<file path="src/hdl/ttcs_pkg.sv">
// ----------------------------------------------------------------------------
// ttcs_pkg
// Shared types, character constants and text lookups for the token stuffer.
// ----------------------------------------------------------------------------
package ttcs_pkg;

    localparam logic [7:0] CH_D     = 8'h64;  // d
    localparam logic [7:0] CH_L     = 8'h6C;  // l
    localparam logic [7:0] CH_E     = 8'h65;  // e
    localparam logic [7:0] CH_UE    = 8'h45;  // E
    localparam logic [7:0] CH_US    = 8'h53;  // S
    localparam logic [7:0] CH_UC    = 8'h43;  // C
    localparam logic [7:0] CH_S     = 8'h73;  // s
    localparam logic [7:0] CH_T     = 8'h74;  // t
    localparam logic [7:0] CH_X     = 8'h78;  // x
    localparam logic [7:0] CH_SPACE = 8'h20;  // space

    localparam logic MODE_STUFF   = 1'b0;
    localparam logic MODE_UNSTUFF = 1'b1;

    // what the middle segment of a result run holds
    typedef enum logic [1:0] {
        CORE_NONE = 2'd0,
        CORE_ONE  = 2'd1,   // one byte taken from core_byte
        CORE_ESCD = 2'd2,   // ESC then d
        CORE_ESC2 = 2'd3    // ESC ESC
    } t_core;

    // output sequencer segments
    typedef enum logic [3:0] {
        SEG_HDR   = 4'b0001,
        SEG_CORE  = 4'b0010,
        SEG_FLUSH = 4'b0100,
        SEG_TRL   = 4'b1000
    } t_seg;

    // everything needed to replay the results of one input beat
    typedef struct packed {
        logic       hdr;
        t_core      core;
        logic [7:0] core_byte;
        logic [1:0] flush_cnt;
        logic [7:0] flush0;
        logic [7:0] flush1;
        logic       trl;
        logic       last;
    } t_plan;

    function automatic logic [7:0] hdr_char(input logic [2:0] idx);
        logic [7:0] c;
        case (idx)
            3'd0:    c = CH_D;
            3'd1:    c = CH_L;
            3'd2:    c = CH_E;
            3'd3:    c = CH_SPACE;
            3'd4:    c = CH_S;
            3'd5:    c = CH_T;
            3'd6:    c = CH_X;
            default: c = CH_SPACE;
        endcase
        return c;
    endfunction

    function automatic logic [7:0] trl_char(input logic [2:0] idx);
        logic [7:0] c;
        case (idx)
            3'd0:    c = CH_SPACE;
            3'd1:    c = CH_E;
            3'd2:    c = CH_T;
            3'd3:    c = CH_X;
            3'd4:    c = CH_SPACE;
            3'd5:    c = CH_D;
            3'd6:    c = CH_L;
            default: c = CH_E;
        endcase
        return c;
    endfunction

    function automatic logic [7:0] core_char(input t_core kind, input logic [2:0] idx,
                                             input logic [7:0] b);
        logic [7:0] c;
        c = b;
        if (kind == CORE_ESCD && idx == 3'd3) begin
            c = CH_D;
        end else if (kind == CORE_ESCD || kind == CORE_ESC2) begin
            case (idx) inside
                3'd0, 3'd3: c = CH_UE;
                3'd1, 3'd4: c = CH_US;
                default:    c = CH_UC;
            endcase
        end
        return c;
    endfunction

endpackage

</file>
<file path="src/hdl/text_token_char_stuffer.sv">
// ----------------------------------------------------------------------------
// text_token_char_stuffer
// Frames and stuffs (sender) or unstuffs (receiver) a byte stream whose
// flag tokens are the texts dle and ESC.
// ----------------------------------------------------------------------------
//  channel | dir | tdata        | tlast      | tuser
//  s       | in  | data_byte    | frame_last | frame_first
//  m       | out | out_byte     | run_last   | frame_done
//  cfg     | in  | mode (wen/wdata, one register)
//
// an input beat is decoded in its accept cycle; the window and literal count
// update at once and a result plan is loaded into the output sequencer
// a new input beat is accepted only when the sequencer is idle or its last
// result beat is taken; the output sequencer sends one beat per cycle while i_m_tready is high
// a beat that yields no result loads no plan into the sequencer
// reset clears mode, the lookahead window and the literal count
// ----------------------------------------------------------------------------
module text_token_char_stuffer (
    input  logic       i_clk,
    input  logic       i_rst_n,
    input  logic       i_cfg_wen,
    input  logic       i_cfg_wdata,
    input  logic       i_s_tvalid,
    output logic       o_s_tready,
    input  logic [7:0] i_s_tdata,    // [7:0] data_byte
    input  logic       i_s_tlast,    // frame_last
    input  logic       i_s_tuser,    // [0] frame_first
    output logic       o_m_tvalid,
    input  logic       i_m_tready,
    output logic [7:0] o_m_tdata,    // [7:0] out_byte
    output logic       o_m_tlast,    // run_last
    output logic       o_m_tuser     // [0] frame_done
);

    logic       r_mode;
    logic [7:0] r_old;
    logic [7:0] r_new;
    logic [1:0] r_cnt;
    logic [1:0] r_lit;

    logic [7:0] n_old;
    logic [7:0] n_new;
    logic [1:0] n_cnt;
    logic [1:0] n_lit;

    ttcs_pkg::t_plan plan;
    logic            plan_any;
    logic            can_load;
    logic            accept;
    logic            is_dle;
    logic            is_esc;

    always_comb begin
        n_old = r_old;
        n_new = r_new;
        n_cnt = (r_cnt == 2'd3) ? 2'd2 : r_cnt;
        n_lit = r_lit;

        plan.hdr       = 1'b0;
        plan.core      = ttcs_pkg::CORE_NONE;
        plan.core_byte = i_s_tdata;
        plan.flush_cnt = 2'd0;
        plan.flush0    = 8'd0;
        plan.flush1    = 8'd0;
        plan.trl       = 1'b0;
        plan.last      = i_s_tlast;

        if (i_s_tuser) begin
            n_cnt = 2'd0;
            n_lit = 2'd0;
        end

        is_dle = (r_old == ttcs_pkg::CH_D) && (r_new == ttcs_pkg::CH_L)
              && (i_s_tdata == ttcs_pkg::CH_E);
        is_esc = (r_old == ttcs_pkg::CH_UE) && (r_new == ttcs_pkg::CH_US)
              && (i_s_tdata == ttcs_pkg::CH_UC);

        if (r_mode == ttcs_pkg::MODE_STUFF) begin
            n_lit    = 2'd0;
            plan.hdr = i_s_tuser;
            plan.trl = i_s_tlast;
            if (n_cnt == 2'd0) begin
                n_old = i_s_tdata;
                n_cnt = 2'd1;
            end else if (n_cnt == 2'd1) begin
                n_new = i_s_tdata;
                n_cnt = 2'd2;
            end else if (is_dle) begin
                plan.core = ttcs_pkg::CORE_ESCD;
                n_old     = ttcs_pkg::CH_L;
                n_new     = ttcs_pkg::CH_E;
            end else if (is_esc) begin
                plan.core = ttcs_pkg::CORE_ESC2;
                n_cnt     = 2'd0;
            end else begin
                plan.core      = ttcs_pkg::CORE_ONE;
                plan.core_byte = r_old;
                n_old          = r_new;
                n_new          = i_s_tdata;
            end
        end else begin
            if (n_lit != 2'd0) begin
                plan.core = ttcs_pkg::CORE_ONE;
                n_lit     = n_lit - 2'd1;
            end else if (n_cnt == 2'd0) begin
                n_old = i_s_tdata;
                n_cnt = 2'd1;
            end else if (n_cnt == 2'd1) begin
                n_new = i_s_tdata;
                n_cnt = 2'd2;
            end else if (is_esc) begin
                n_cnt = 2'd0;
                n_lit = 2'd3;
            end else begin
                plan.core      = ttcs_pkg::CORE_ONE;
                plan.core_byte = r_old;
                n_old          = r_new;
                n_new          = i_s_tdata;
            end
        end

        // frame end drains the window as it stands
        if (i_s_tlast) begin
            plan.flush_cnt = n_cnt;
            plan.flush0    = n_old;
            plan.flush1    = n_new;
            n_cnt          = 2'd0;
            n_lit          = 2'd0;
        end

        plan_any = plan.hdr | plan.trl | (plan.flush_cnt != 2'd0)
                 | (plan.core != ttcs_pkg::CORE_NONE);
    end

    assign o_s_tready = can_load;
    assign accept     = i_s_tvalid & can_load;

    always_ff @(posedge i_clk) begin
        if (!i_rst_n) begin
            r_mode <= ttcs_pkg::MODE_STUFF;
            r_old  <= 8'd0;
            r_new  <= 8'd0;
            r_cnt  <= 2'd0;
            r_lit  <= 2'd0;
        end else begin
            if (i_cfg_wen) begin
                r_mode <= i_cfg_wdata;
            end
            if (accept) begin
                r_old <= n_old;
                r_new <= n_new;
                r_cnt <= n_cnt;
                r_lit <= n_lit;
            end
        end
    end

    ttcs_emit u_emit (
        .i_clk      (i_clk),
        .i_rst_n    (i_rst_n),
        .i_load     (accept & plan_any),
        .i_plan     (plan),
        .o_can_load (can_load),
        .o_m_tvalid (o_m_tvalid),
        .i_m_tready (i_m_tready),
        .o_m_tdata  (o_m_tdata),
        .o_m_tlast  (o_m_tlast),
        .o_m_tuser  (o_m_tuser)
    );

endmodule

</file>
<file path="src/hdl/ttcs_emit.sv">
// ----------------------------------------------------------------------------
// ttcs_emit
// Output sequencer: replays one stored result plan, one beat per cycle while i_m_tready is high.
// ----------------------------------------------------------------------------
module ttcs_emit (
    input  logic            i_clk,
    input  logic            i_rst_n,
    input  logic            i_load,
    input  ttcs_pkg::t_plan i_plan,
    output logic            o_can_load,
    output logic            o_m_tvalid,
    input  logic            i_m_tready,
    output logic [7:0]      o_m_tdata,   // [7:0] out_byte
    output logic            o_m_tlast,   // run_last
    output logic            o_m_tuser    // [0] frame_done
);

    logic            r_busy;
    ttcs_pkg::t_plan r_plan;
    ttcs_pkg::t_seg  r_seg;
    logic [2:0]      r_idx;

    ttcs_pkg::t_seg  first_seg;
    ttcs_pkg::t_seg  next_seg;
    logic            has_next;
    logic [2:0]      seg_len_m1;
    logic            beat_end;
    logic            beat_last;
    logic            take;

    // first nonempty segment of an incoming plan
    always_comb begin
        if (i_plan.hdr) begin
            first_seg = ttcs_pkg::SEG_HDR;
        end else if (i_plan.core != ttcs_pkg::CORE_NONE) begin
            first_seg = ttcs_pkg::SEG_CORE;
        end else if (i_plan.flush_cnt != 2'd0) begin
            first_seg = ttcs_pkg::SEG_FLUSH;
        end else begin
            first_seg = ttcs_pkg::SEG_TRL;
        end
    end

    always_comb begin
        next_seg = ttcs_pkg::SEG_TRL;
        has_next = 1'b0;
        case (r_seg)
            ttcs_pkg::SEG_HDR: begin
                seg_len_m1 = 3'd7;
                if (r_plan.core != ttcs_pkg::CORE_NONE) begin
                    next_seg = ttcs_pkg::SEG_CORE;
                    has_next = 1'b1;
                end else if (r_plan.flush_cnt != 2'd0) begin
                    next_seg = ttcs_pkg::SEG_FLUSH;
                    has_next = 1'b1;
                end else begin
                    has_next = r_plan.trl;
                end
            end
            ttcs_pkg::SEG_CORE: begin
                case (r_plan.core)
                    ttcs_pkg::CORE_ESCD: seg_len_m1 = 3'd3;
                    ttcs_pkg::CORE_ESC2: seg_len_m1 = 3'd5;
                    default:             seg_len_m1 = 3'd0;
                endcase
                if (r_plan.flush_cnt != 2'd0) begin
                    next_seg = ttcs_pkg::SEG_FLUSH;
                    has_next = 1'b1;
                end else begin
                    has_next = r_plan.trl;
                end
            end
            ttcs_pkg::SEG_FLUSH: begin
                seg_len_m1 = {1'b0, r_plan.flush_cnt - 2'd1};
                has_next   = r_plan.trl;
            end
            default: begin
                seg_len_m1 = 3'd7;
            end
        endcase
    end

    assign beat_end   = (r_idx == seg_len_m1);
    assign beat_last  = beat_end & ~has_next;
    assign take       = r_busy & i_m_tready;
    assign o_can_load = ~r_busy | (take & beat_last);

    always_ff @(posedge i_clk) begin
        if (!i_rst_n) begin
            r_busy <= 1'b0;
            r_seg  <= ttcs_pkg::SEG_HDR;
            r_idx  <= 3'd0;
        end else if (i_load) begin
            r_busy <= 1'b1;
            r_seg  <= first_seg;
            r_idx  <= 3'd0;
        end else if (take) begin
            if (beat_last) begin
                r_busy <= 1'b0;
            end else if (beat_end) begin
                r_seg <= next_seg;
                r_idx <= 3'd0;
            end else begin
                r_idx <= r_idx + 3'd1;
            end
        end
    end

    always_ff @(posedge i_clk) begin
        if (i_load) begin
            r_plan <= i_plan;
        end
    end

    always_comb begin
        case (r_seg)
            ttcs_pkg::SEG_HDR:   o_m_tdata = ttcs_pkg::hdr_char(r_idx);
            ttcs_pkg::SEG_CORE:  o_m_tdata = ttcs_pkg::core_char(r_plan.core, r_idx,
                                                                 r_plan.core_byte);
            ttcs_pkg::SEG_FLUSH: o_m_tdata = r_idx[0] ? r_plan.flush1 : r_plan.flush0;
            default:             o_m_tdata = ttcs_pkg::trl_char(r_idx);
        endcase
    end

    assign o_m_tvalid = r_busy;
    assign o_m_tlast  = beat_last;
    assign o_m_tuser  = beat_last & r_plan.last;

endmodule
</file>
<file path="config.mk">
export PLATFORM = sky130hd
export DESIGN_NAME = text_token_char_stuffer
export DESIGN_NICKNAME = d
export VERILOG_FILES = /design/src/hdl/ttcs_pkg.sv /design/src/hdl/text_token_char_stuffer.sv /design/src/hdl/ttcs_emit.sv
export SDC_FILE = /design/constraint.sdc
export NUM_CORES = 1
export LEC_CHECK = 0
export ABC_AREA = 1
export BUFFER_PORTS_ARGS = -buffer_cell sky130_fd_sc_hd__buf_2
export CAP_MARGIN = 10
export CORE_ASPECT_RATIO = 0.8
export CORE_UTILIZATION = 35
export DETAILED_ROUTE_END_ITERATION = 16
export GPL_TIMING_DRIVEN = 0
export HOLD_SLACK_MARGIN = 0.15
export PLACE_DENSITY = 0.51
export SETUP_SLACK_MARGIN = 0.1
export SLEW_MARGIN = 5
export SYNTH_ARGS = -nofsm -noshare
export SYNTH_HDL_FRONTEND = slang
export SYNTH_HIERARCHICAL = 1
export SYNTH_SLANG_ARGS = --single-unit
</file>
<file path="constraint.sdc">
create_clock -name i_clk -period 5 [get_ports i_clk]
set_clock_uncertainty 0.15 [all_clocks]
set_input_delay 0.25 -clock i_clk [delete_from_list [all_inputs] [get_ports i_clk]]
set_output_delay 0.25 -clock i_clk [all_outputs]
set_load 0.1 [all_outputs]
</file>
==> Word-level counts from Yosys, hierarchy flattened <==
Index checks and enable logic that the tools add are counted.
{ "totals": {"reg_bits": 59, "in_bits": 16} }
{ "op_classes": {"addsub": 3, "n_eq_ne": 21, "muxes": 76, "n_bitwise": 14, "reduce_logical": 23} }
{ "op_table": {"columns": ["op", "n"], "rows": [
  ["two-way mux 8 bit", 23],
  ["two-way mux 10 bit", 5],
  ["== test 8 x 7 -> 1 bit, second input constant", 6],
  ["two-way mux 2 bit", 21],
  ["one-hot mux 7 bit (6 select lines)", 1],
  ["two-way mux 4 bit", 9],
  ["one-hot mux 7 bit (5 select lines)", 1],
  ["one-hot mux 8 bit (3 select lines)", 1],
  ["two-way mux 18 bit", 1],
  ["nonzero test 2 bit", 8],
  ["one-hot mux 3 bit (2 select lines)", 2],
  ["== test 3 bit, second input constant", 3],
  ["two-way mux 9 bit", 1],
  ["one-hot mux 4 bit (2 select lines)", 1],
  ["OR reduction 2 bit", 4],
  ["two-way mux 1 bit", 7],
  ["AND 1 bit", 6],
  ["== test 2 bit, second input constant", 3],
  ["== test 3 x 2 -> 1 bit, second input constant", 2],
  ["logical AND 1 bit", 5],
  ["two-way mux 5 bit", 1],
  ["== test 4 x 1 -> 1 bit, second input constant", 1],
  ["== test 4 x 2 -> 1 bit, second input constant", 1],
  ["== test 4 x 3 -> 1 bit, second input constant", 1],
  ["15 further kinds", 23]
]} }

==> Longest topological paths before layout <==
Gate-level depths: netlist (run 1).
{ "depth": {"ltp_word": 15, "mapped_depth": 22, "depth_no_buf": 21} }

==> Cells and area by module <==
The synthesis (run 1) kept the hierarchy.
{ "modules_own_cells": {"columns": ["module", "instances", "cells_each", "area_each_um2", "seq_area_each_um2"], "rows": [
  ["text_token_char_stuffer", 1, 402, 2227.1, 420.4],
  ["ttcs_emit", 1, 238, 2092.0, 1061.0]
]} }

==> Least setup slack after synthesis (run 1) <==
Ideal clock, no wire load.
{ "synth_timing": {"kind": "reg2reg", "from": "reg u_emit/r_plan[18] (netlist name)", "to": "reg u_emit.r_seg[3]", "setup_ps": 64, "t_arrival_ps": 5138, "required_time_ps": 4786, "path_slack_ps": -352, "stages_incl_launch_ff": 21, "path_buffers": 1, "period_less_slack_ps": 5352, "path_cell_list": "edfxtp_1 -> inv_1 -> ha_1 -> inv_1 -> or2_2 -> nor2_1 -> nor2_1 -> nor2_2 -> nand4_1 -> nand2_1 -> nand2_1 -> clkbuf_1 -> a21oi_1 -> inv_1 -> nor2_1 -> nand2_1 -> o32ai_1 -> inv_1 -> nand2_1 -> nand2_1 -> nor2_1"} }
{ "synth_via": {"elab_chain_cells": 12} }
{ "synth_lines": {"columns": ["item", "line", "source"], "rows": [
  ["start, declared", "ttcs_emit.sv:19", "ttcs_pkg::t_plan r_plan;"],
  ["start signal, assigned", "ttcs_emit.sv:111", "r_plan <= i_plan;"],
  ["parallel branches: the longest is 5 deep, another holds subtractor 2 x 1 -> 2 bit", null, null],
  ["AND 1 bit (*)", "ttcs_emit.sv:84", "assign beat_last = beat_end & ~has_next;"],
  ["AND 1 bit (*)", "ttcs_emit.sv:86", "assign o_can_load = ~r_busy | (take & beat_last);"],
  ["OR 1 bit (*)", "ttcs_emit.sv:86", null],
  ["via o_s_tready", "text_token_char_stuffer.sv:24", "output logic o_s_tready,"],
  ["AND 1 bit (*)", "text_token_char_stuffer.sv:136", "assign accept = i_s_tvalid & can_load;"],
  ["AND 1 bit (*)", "text_token_char_stuffer.sv:161", ".i_load (accept & plan_any),"],
  ["inequality test 2 x 1 -> 1 bit (no source line) or nonzero test 2 bit (tied branches)", null, null],
  ["AND reduction 3 bit (no source line)", null, null],
  ["end signal, assigned", "ttcs_emit.sv:91", "r_seg <= ttcs_pkg::SEG_HDR;"],
  ["end signal, assigned", "ttcs_emit.sv:95", "r_seg <= first_seg;"],
  ["end signal, assigned", "ttcs_emit.sv:101", "r_seg <= next_seg;"],
  ["end, declared", "ttcs_emit.sv:20", "ttcs_pkg::t_seg r_seg;"]
]} }
Mark *: on every way through the listed nets, which the timed path passes. The select of a mux whose other input is x is not followed.
A chain may end at the register's enable or synchronous reset.

==> Worst setup path after layout (run 1) <==
{ "layout_timing": {"from": "reg u_emit.r_seg[1]", "to": "reg u_emit.r_seg[3]"} }
{ "layout_via": {"elab_chain_cells": 10} }
{ "layout_lines": {"columns": ["item", "line", "source"], "rows": [
  ["== test 4 x 3 -> 1 bit (tied with other cells)", "ttcs_emit.sv:47", "case (r_seg)"],
  ["one-hot mux 3 bit (2 select lines) or one-hot mux 1 bit (3 select lines) (tied branches)", "ttcs_emit.sv:47", null],
  ["== test 3 bit or NOT 1 bit (tied branches)", "ttcs_emit.sv:83, ttcs_emit.sv:84", null],
  ["AND 1 bit", "ttcs_emit.sv:84", null],
  ["AND 1 bit", "ttcs_emit.sv:86", null],
  ["OR 1 bit", "ttcs_emit.sv:86", null],
  ["AND 1 bit", "text_token_char_stuffer.sv:136", null],
  ["AND 1 bit", "text_token_char_stuffer.sv:161", null],
  ["inequality test 2 x 1 -> 1 bit (no source line) or nonzero test 2 bit (tied branches)", null, null],
  ["AND reduction 3 bit (no source line)", null, null]
]} }
Parallel ways exist; a longest one is shown, timed or not. The select of a mux whose other input is x is not followed.

==> impl_metrics.env, run 1 <==
export IMPL_dr_pass1_iters=5
export IMPL_avgSynthCellArea_um2=6.75
export IMPL_hold_ws_ns=0.165
export IMPL_worstMarginPinSlew_ns=0.706
export IMPL_fmax_ghz=0.281
export IMPL_ys_warn_count=6
export IMPL_ant_nets=0
export IMPL_critPathKind="reg2reg"
export IMPL_routed_wl_um=14100
export IMPL_multi_input_area_um2=2360
export IMPL_drc=0
export IMPL_core_area_um2=11800
export IMPL_path_cells="nor2_1, nand2_2, nand2_4, nand3_4, nand2_2, nand2_2, nor2_4, nand4_1, nand2_1, nand2_1, clkbuf_1, a21oi_4, inv_1, nor2_1, nand2_1, o32ai_1, inv_1, nand2_1, nand2_1, nor2_1"
export IMPL_grt_pass1_wl_um=22300
export IMPL_r2r_slack_ns=1.45
export IMPL_syn_to_final_growth_pct=16.0
export IMPL_rsz0062_at_grt="no"
export IMPL_hold_violations=0
export IMPL_row_count=35
export IMPL_cp_startpoint="u_emit/r_seg[1]"
export IMPL_synth_edf_count=30
export IMPL_maxCapViolations=0
export IMPL_syn_cell_area_um2=4320
export IMPL_cp_num_buf_inv=3
export IMPL_ys_types=43
export IMPL_grt_max_degree=27
export IMPL_port_buffers=27
export IMPL_vias=4412
export IMPL_grt_pass1_vias=4060
export IMPL_drt_wirelength_per_cell_um=16.9
export IMPL_viasPerCell=5.27
export IMPL_clock_latency_ns=0.33
export IMPL_cp_slowest_cell="a21oi_4"
export IMPL_finalCriticalPeriod_ns=3.55
export IMPL_fillers=1263
export IMPL_drive_gt1_share_pct=15.7
export IMPL_grt_overflow=0
export IMPL_drv_slew=0
export IMPL_cts_sinks=59
export IMPL_ctsRootBufferMaster="clkbuf_16"
export IMPL_routabilityCongestion=0.952
export IMPL_dieWidth_um=126
export IMPL_antenna_cells=0
export IMPL_cp_slowest_stage_delay_ns=0.41
export IMPL_reg2reg_depth=20
export IMPL_post_cts_buffers=0
export IMPL_cp_end_kind="flip-flop"
export IMPL_dr_first_iter_drc_count=367
export IMPL_io_pins=28
export IMPL_die_y_um=101
export IMPL_initial_core_util_pct=36.7
export IMPL_async_reset_ff_share_pct=0
export IMPL_power_density_nw_per_um2=316
export IMPL_final_setup_viol_count=0
export IMPL_ys_flop_type="edfxtp_1"
export IMPL_clockBufferDepth=2
export IMPL_path_clk_slew_ns=0.05
export IMPL_htree_levels=3
export IMPL_final_setup_tns_ns=0
export IMPL_crit_top_cell="nand2_1"
export IMPL_ys_ff_latch=59
export IMPL_cp_max_fo=10
export IMPL_crit_path_start_kind="flip-flop"
export IMPL_cts_tree="done"
export IMPL_regArea_um2=1480
export IMPL_status="completed"
export IMPL_synth_fp_nets=662
export IMPL_cpLargestDelayFamily="simple AND/OR/NAND/NOR gates"
export IMPL_critPathRequiredTime_ns=5.12
export IMPL_nets=706
export IMPL_hpwl_um=10900
export IMPL_synth_cells=640
export IMPL_timing_rr_start="u_emit/r_seg[1]"
export IMPL_post_route_period_util_pct=71.1
export IMPL_ys_seq_area_share_pct=34.3
export IMPL_hp_class="in2reg"
export IMPL_cp_arrival_ns=3.67
export IMPL_path_depth=20
export IMPL_die_area_um2=12800
export IMPL_ir_drop_v=0.000164
export IMPL_max_slew_margin_pct=52.9
export IMPL_setup_worst_path_end="u_emit/r_seg[3]"
export IMPL_leakage_nw=2.24
export IMPL_track_usage_pct=23.3
export IMPL_numCtsBuffers=9
export IMPL_grt_antenna_before_repair=0
export IMPL_r2r_end="u_emit/r_seg[3]"
-- cells in the mapped netlist (4+ instances only) --
library cell  number  share of area [%]
clkbuf_1           6               0.52
nand2_4            5                1.3
nand3_1           34                3.9
dfxtp_1           29                 13
o211ai_1          11                1.9
o2111ai_1          4               0.81
nor2_1            77                6.7
nand2_1          145                 13
o21ai_0           27                3.1
inv_1             80                7.0
inv_2             11               0.96
nand2_2           14                2.0
buf_6              5                1.3
a21oi_1           47                5.4
edfxtp_1          30                 21
nor3_1             5               0.58
nor2_2             8                1.2
buf_2              4               0.46
ha_1               6                1.7
nand4_1           14                2.0
o21ai_1           38                4.4
-- repair_timing --
item | CTS | global route
hold buffers | 5 | 0
hold endpoints to repair | 10 | 0
endpoints found under the setup margin | 0 | 0
gates resized for setup | 0 | 0
-- routing by layer --
layer / track usage, % / vias up / part of all wire (%)
met5: 0 / - / 0
met2: 35.1 / 131 / 42
li1: - / 2203 / -
met3: 4.01 / 15 / 6.2
met1: 34.0 / 2063 / 50
met4: 6.95 / 0 / 1.5
-- where the power goes --
part | internal [mW] | total, mW | leakage [nW] | switching (mW)
Clock | 0.398 | 0.625 | 0.141 | 0.227
Combinational | 0.0984 | 0.373 | 1.57 | 0.275
Sequential | 0.554 | 0.583 | 0.531 | 0.0289
Total | 1.05 | 1.58 | 2.24 | 0.531
-- flip-flops by register name, indices dropped and copies added (netlist names) --
name,cells
u_emit/o_m_tvalid,1
u_emit/r_idx,3
r_mode,1
u_emit/r_plan,30
r_cnt,2
r_new,8
r_lit,2
u_emit/r_seg,4
r_old,8
-- final cells by class --
| class | count | share of cell area [%] |
|---|---|---|
| Multi-Input combinational cell | 465 | 47.1 |
| Inverter | 96 | 7.29 |
| Clock buffer | 13 | 5.00 |
| Sequential cell | 59 | 29.6 |
| Timing Repair Buffer | 33 | 4.10 |
| Buffer | 20 | 2.50 |
| Tap cell | 148 | 3.70 |
| Clock inverter | 3 | 0.774 |
-- kinds of logic after synthesis --
group	Yosys count	synth area share [%]
and+or+nand+nor	318	34.0
buffers and inverters	116	11.4
AOI/OAI and AO/OA	141	18.6
DFF	59	34.3
adders and majority gates	6	1.74
-- worst min path at each step --
stage | endpoint | from | slack, ns | depth (start not counted)
after floorplan | u_emit/r_plan[0] | i_s_tlast | 0.20 | 0
after global placement | r_mode | i_cfg_wdata | 0.33 | 3
after detailed placement | r_mode | i_cfg_wdata | 0.35 | 3
after CTS | u_emit/r_plan[24] | i_s_tdata[4] | 0.15 | 3
after global routing | u_emit/r_plan[24] | i_s_tdata[4] | 0.16 | 3
final | u_emit/r_plan[24] | i_s_tdata[4] | 0.16 | 3
-- per-stage QoR --
stage	cell area, µm²	setup WS, ns	std cells	total power, mW	utilization, %
2_1_floorplan	4320	0.484	640	0.859	-
3_3_place_gp	4640	0.226	815	0.955	39.4
3_5_place_dp	4670	1.45	816	0.960	39.6
4_1_cts	5010	1.42	837	1.59	42.5
5_1_grt	5010	1.03	837	1.65	42.5
6_report	5010	1.45	837	1.58	42.5
-- worst reg2reg max path, stage by stage, from the launching register on --
cell and delay (ns):
dfxtp_1 0.34, nor2_1 0.22, nand2_2 0.24, nand2_4 0.20
nand3_4 0.08, nand2_2 0.07, nand2_2 0.07, nor2_4 0.11
nand4_1 0.09, nand2_1 0.15, nand2_1 0.13, clkbuf_1 0.35
a21oi_4 0.41, inv_1 0.22, nor2_1 0.13, nand2_1 0.07
o32ai_1 0.22, inv_1 0.06, nand2_1 0.06, nand2_1 0.04
nor2_1 0.08
-- cell usage in the layout, fill, tap and decap left out, types with 6 or more instances in the layout --
master	netlist	layout
nand2_1	145	145
inv_1	80	80
nor2_1	77	77
a21oi_1	47	46
o21ai_1	38	38
nand3_1	34	34
buf_2	4	31
edfxtp_1	30	30
dfxtp_1	29	29
o21ai_0	27	27
nand2_2	14	14
nand4_1	14	14
inv_2	11	11
o211ai_1	11	11
clkbuf_1	6	9
clkbuf_16	0	9
nor2_2	8	8
ha_1	6	6
Power figures use the tool's default switching activity.
==> run 2: changes to the inputs <==
PLACE_DENSITY = 0.53   (was 0.51)
clock period = 3.2 ns   (was 5 ns; I/O delays follow)
==> run 2 against run 1 <==
Against the previous run: routed wire length increased by 0.97%; first-iteration DRC count increased by 18%; critical path depth decreased by 11; cell area increased by 2.8%; count of clock-buffer cells in the layout decreased by 4; global-route usage increased by 0.58 points; sequential power increased by 56%; final cell count increased by 0.72%; critical path type is now reg2out; highest routed layer unchanged.
==> impl_metrics.env, run 2 (same netlist as run 1, synthesis figures left out) <==
export IMPL_viasPerCell=5.34
export IMPL_leakage_nw=2.29
export IMPL_drive_gt1_share_pct=17.6
export IMPL_hold_ws_ns=0.154
export IMPL_worstMarginPinSlew_ns=0.697
export IMPL_maxCapViolations=0
export IMPL_critPathKind="reg2out"
export IMPL_fin_ws_ns=0.214
export IMPL_die_area_um2=12800
export IMPL_grt_overflow=0
export IMPL_post_route_period_util_pct=93.3
export IMPL_path_clk_slew_ns=0.06
export IMPL_antenna_cells=0
export IMPL_cp_max_fo=11
export IMPL_routabilityCongestion=0.953
export IMPL_final_common_cell="nand2_1"
export IMPL_grt_max_degree=18
export IMPL_dieWidth_um=126
export IMPL_port_buffers=27
export IMPL_reg2reg_depth=20
export IMPL_rsz0062_at_grt="yes"
export IMPL_hp_class="in2reg"
export IMPL_cp_arrival_ns=2.68
export IMPL_hold_violations=0
export IMPL_grt_pass1_vias=4243
export IMPL_initial_core_util_pct=36.7
export IMPL_hpwl_um=10600
export IMPL_largest_register_ffs=30
export IMPL_drv_slew=0
export IMPL_reg_top3="u_emit/r_plan: 30 flops, r_new: 8 flops, r_old: 8 flops"
export IMPL_grt_pass1_wl_um=22900
export IMPL_final_setup_viol_count=0
export IMPL_fmax_ghz=0.335
export IMPL_drc=0
export IMPL_dr_first_iter_drc_count=432
export IMPL_row_count=35
export IMPL_max_slew_margin_pct=53.5
export IMPL_ir_drop_v=0.000259
export IMPL_finalCriticalPeriod_ns=2.99
export IMPL_r2r_slack_ns=0.26
export IMPL_status="completed"
export IMPL_post_place_ws_ns=-0.567
export IMPL_crit_path_start_kind="flip-flop"
export IMPL_dr_pass1_iters=6
export IMPL_track_usage_pct=23.9
export IMPL_fin_util_pct=43.7
export IMPL_drt_wirelength_per_cell_um=16.9
export IMPL_core_area_um2=11800
export IMPL_clock_latency_ns=0.34
export IMPL_nets=712
export IMPL_max_flop_register="u_emit/r_plan"
export IMPL_cts_tree="done"
export IMPL_routed_wl_um=14300
export IMPL_critPathRequiredTime_ns=2.89
export IMPL_numCtsBuffers=9
export IMPL_cts_sinks=59
export IMPL_most_common_layout_cells="nand2_1 (143), inv_1 (79), nor2_1 (76)"
export IMPL_htree_levels=3
export IMPL_post_place_cells=815
export IMPL_die_y_um=101
export IMPL_clockBufferDepth=2
export IMPL_grt_antenna_before_repair=0
export IMPL_ant_nets=0
export IMPL_vias=4501
export IMPL_syn_to_final_growth_pct=19.2
export IMPL_holdPathStages=5
export IMPL_power_mw=2.58
export IMPL_io_pins=28
export IMPL_layout_cells_non_filler=843
export IMPL_cp_end_kind="primary output"
export IMPL_power_density_nw_per_um2=500
export IMPL_ctsRootBufferMaster="clkbuf_16"
-- run 2: final timing paths --
check	from	end
worst min register to register	r_cnt[0]	r_cnt[0]
worst max register to register	u_emit/r_seg[1]	u_emit/r_seg[3]
worst max-delay path	u_emit/r_idx[0]	o_m_tdata[1]
worst min-delay path	i_s_tdata[0]	r_new[0]
-- run 2: area by class of cell --
class	count	area (µm²)
Clock buffer	9	225
Multi-Input combinational cell	466	2420
Timing Repair Buffer	38	243
Buffer	20	136
Fill cell	1273	6630
Sequential cell	59	1480
Tap cell	148	185
Clock inverter	7	92.6
Inverter	96	365
-- run 2: through the flow --
step	setup TNS, ns	instance area [µm²]
after detailed placement	-1.88	4690
after global routing	-0.00586	5150
after global placement	-1.40	4690
after floorplan	-0.180	4370
after CTS	0	5120
final	0	5150
-- run 2: report_power, final --
part / switching (mW) / internal, mW
logic: 0.439 / 0.164
clock network: 0.384 / 0.679
registers: 0.0454 / 0.866
total: 0.868 / 1.71
-- run 2: what timing repair did --
| action | in CTS | in global routing |
|---|---|---|
| gates cloned | 1 | 0 |
| pin swaps | 0 | 0 |
| setup endpoints to repair | 38 | 24 |
| hold buffers | 9 | 0 |
| hold endpoints to repair | 20 | 0 |
| setup buffers | 1 | 1 |
| resized for setup | 1 | 6 |
-- run 2: critical path: stages (launching register included) --
cell	delay, ns
dfxtp_1	0.46
inv_1	0.14
clkbuf_2	0.26
ha_1	0.34
o21ai_0	0.18
nand2_1	0.11
nand2_1	0.10
nor2_1	0.07
or3_1	0.38
buf_2	0.30
-- run 2: layer usage --
layer	wire length, µm	share of wire (%)	GRT usage (%)	vias to the layer above
met5	0	0	0	-
met2	5970	42	35.7	142
met3	875	6.1	4.60	22
met1	7130	50	34.7	2109
li1	-	-	-	2228
met4	281	2.0	7.23	0
==> run 3: changes to the inputs <==
CORE_MARGIN = 5   (was unset)
clock period = 2.5 ns   (was 3.2 ns; I/O delays follow)
==> run 3 against run 2 <==
Against the previous run: the flow now finishes with violations (hold timing, setup timing); count of clock-buffer cells in the layout grew 1; non-clock buffer count grew 38; critical path depth grew 11; power grew 25%; combinational power grew 58%; global-route usage shrank 3.3 points; utilization grew 4.2 points; final cell count grew 5.0%; hold slack lost 0.20 ns; worst setup slack lost 0.35 ns; sequential cell count is the same; critical path type is now reg2reg; critical endpoint is now u_emit/r_seg[3]; highest routed layer unchanged.
==> impl_metrics.env, run 3 (same netlist as run 1, synthesis figures left out) <==
export IMPL_routed_wl_um=14600
export IMPL_clockBufferDepth=2
export IMPL_reg_top3="u_emit/r_plan: 30 flops, r_new: 8 flops, r_old: 8 flops"
export IMPL_drv_slew=0
export IMPL_cp_slowest_cell="edfxtp_1"
export IMPL_crit_top_cell="nand2_1"
export IMPL_syn_to_final_growth_pct=34.5
export IMPL_critPathRequiredTime_ns=2.62
export IMPL_critPathKind="reg2reg"
export IMPL_post_route_period_util_pct=105
export IMPL_r2r_slack_ns=-0.14
export IMPL_die_y_um=109
export IMPL_initial_core_util_pct=35.6
export IMPL_ant_nets=0
export IMPL_cp_arrival_ns=2.76
export IMPL_dr_pass1_iters=5
export IMPL_io_pins=28
export IMPL_max_flop_register="u_emit/r_plan"
export IMPL_ir_drop_v=0.000328
export IMPL_max_slew_margin_pct=52.8
export IMPL_rsz0062_at_grt="yes"
export IMPL_grt_antenna_before_repair=0
export IMPL_status="complete, but fails checks"
export IMPL_cts_tree="done"
export IMPL_setup_worst_path_end="u_emit/r_seg[3]"
export IMPL_violations="hold timing, setup timing"
export IMPL_grt_overflow=0
export IMPL_post_place_ws_ns=-1.28
export IMPL_grt_pass1_vias=4418
export IMPL_routabilityCongestion=1.03
export IMPL_timing_rr_start="u_emit/r_plan[29]"
export IMPL_dr_first_iter_drc_count=328
export IMPL_finalCriticalPeriod_ns=2.64
export IMPL_drc=0
export IMPL_drive_gt1_share_pct=26.7
export IMPL_track_usage_pct=20.6
export IMPL_die_area_um2=14700
export IMPL_hpwl_um=10500
export IMPL_power_density_nw_per_um2=556
export IMPL_leakage_nw=2.51
export IMPL_most_common_layout_cells="nand2_1 (142), inv_1 (73), nor2_1 (66)"
export IMPL_cp_num_buf_inv=4
export IMPL_viasPerCell=5.25
export IMPL_htree_levels=3
export IMPL_row_count=36
export IMPL_final_setup_viol_count=36
export IMPL_largest_register_ffs=30
export IMPL_multi_input_area_um2=2660
export IMPL_cpLargestDelayFamily="simple AND/OR/NAND/NOR gates"
export IMPL_fmax_ghz=0.379
export IMPL_power_mw=3.23
export IMPL_cp_end_kind="flip-flop"
export IMPL_crit_path_start_kind="flip-flop"
export IMPL_cp_startpoint="u_emit/r_plan[29]"
export IMPL_antenna_cells=0
export IMPL_cp_slowest_stage_delay_ns=0.51
export IMPL_r2r_end="u_emit/r_seg[3]"
export IMPL_fin_ws_ns=-0.136
export IMPL_grt_pass1_wl_um=23300
export IMPL_maxCapViolations=0
export IMPL_cts_sinks=59
export IMPL_drt_wirelength_per_cell_um=16.4
export IMPL_holdBufCountCts=15
export IMPL_hold_ws_ns=-0.0492
export IMPL_regArea_um2=1500
export IMPL_clock_latency_ns=0.33
export IMPL_final_common_cell="nand2_1"
export IMPL_grt_max_degree=17
export IMPL_numCtsBuffers=9
export IMPL_dieWidth_um=134
export IMPL_reg2reg_depth=20
export IMPL_port_buffers=27
export IMPL_core_area_um2=12100
export IMPL_worstMarginPinSlew_ns=0.708
export IMPL_hold_violations=6
export IMPL_path_clk_slew_ns=0.06
export IMPL_vias=4646
export IMPL_path_depth=20
export IMPL_ctsRootBufferMaster="clkbuf_16"
export IMPL_nets=750
export IMPL_fillers=1235
export IMPL_path_cells="buf_4, nand2_1, nand2_2, nand2_1, nand2_1, nand2_1, nor2_4, nand4_1, nand2_4, nand2_4, clkbuf_16, a21oi_4, inv_2, nor2_1, nand2_1, o32ai_2, inv_1, nand2_1, nand2_1, nor2_1"
export IMPL_hp_class="in2reg"
export IMPL_cp_max_fo=5
==> run 3: worst min-delay path, cell delays in order <==
cell and delay [ns]:
buf_2 0.16, nand2_1 0.08, nor2_1 0.03
==> run 3: how the worst min path moves through the flow <==
stage	startpoint	endpoint	slack, ns	depth (start not counted)
after detailed placement	i_cfg_wdata	r_mode	0.23	3
after global placement	i_cfg_wdata	r_mode	0.21	3
after global routing	i_rst_n	u_emit/r_seg[2]	-0.04	3
after floorplan	i_s_tlast	u_emit/r_plan[0]	0.07	0
after CTS	i_rst_n	u_emit/r_seg[1]	-0.05	3
final	i_rst_n	u_emit/r_seg[2]	-0.05	3
==> run 3: per-stage QoR <==
step	TNS, ns	hold WS, ns	cells	utilization (%)	area (µm²)
6_report	-0.704	-0.0492	885	48.0	5810
5_1_grt	-5.41	-0.0350	885	48.0	5810
4_1_cts	-1.78	-0.0501	874	45.9	5570
3_5_place_dp	-30.56	0.231	819	39.5	4790
3_3_place_gp	-25.89	0.211	819	39.5	4790
2_1_floorplan	-16.89	0.0739	640	-	4460
==> run 3: where the power goes <==
group | switching [mW] | total (mW) | internal, mW
clock network | 0.454 | 1.11 | 0.659
logic | 0.618 | 0.952 | 0.334
registers | 0.0605 | 1.17 | 1.11
total | 1.13 | 3.23 | 2.10
==> run 3: what timing repair did <==
action	in CTS	in global routing
pin swaps	16	14
gates resized for setup	42	51
setup endpoints to repair	64	67
hold endpoints to repair	24	6
gates cloned	1	0
buffers inserted	23	12
==> run 3: routing by layer <==
layer  track usage [%]  share of wire, %  wire length [µm]  vias up
li1                  -                 -                 -     2296
met1              28.9                48              6960     2181
met2              32.1                45              6500      154
met3              3.98               6.4               926       15
met4              6.47               1.1               166        0
met5                 0                 0                 0        -
==> run 3: final cells by class <==
type	instances	area share, %
plain buffers	20	2.86
clock buffers	10	3.94
clock inverters	6	0.560
inverters	96	6.46
multi-input cells	466	45.8
flip-flops and latches	59	25.7
well taps	152	3.27
repair buffers	76	11.4
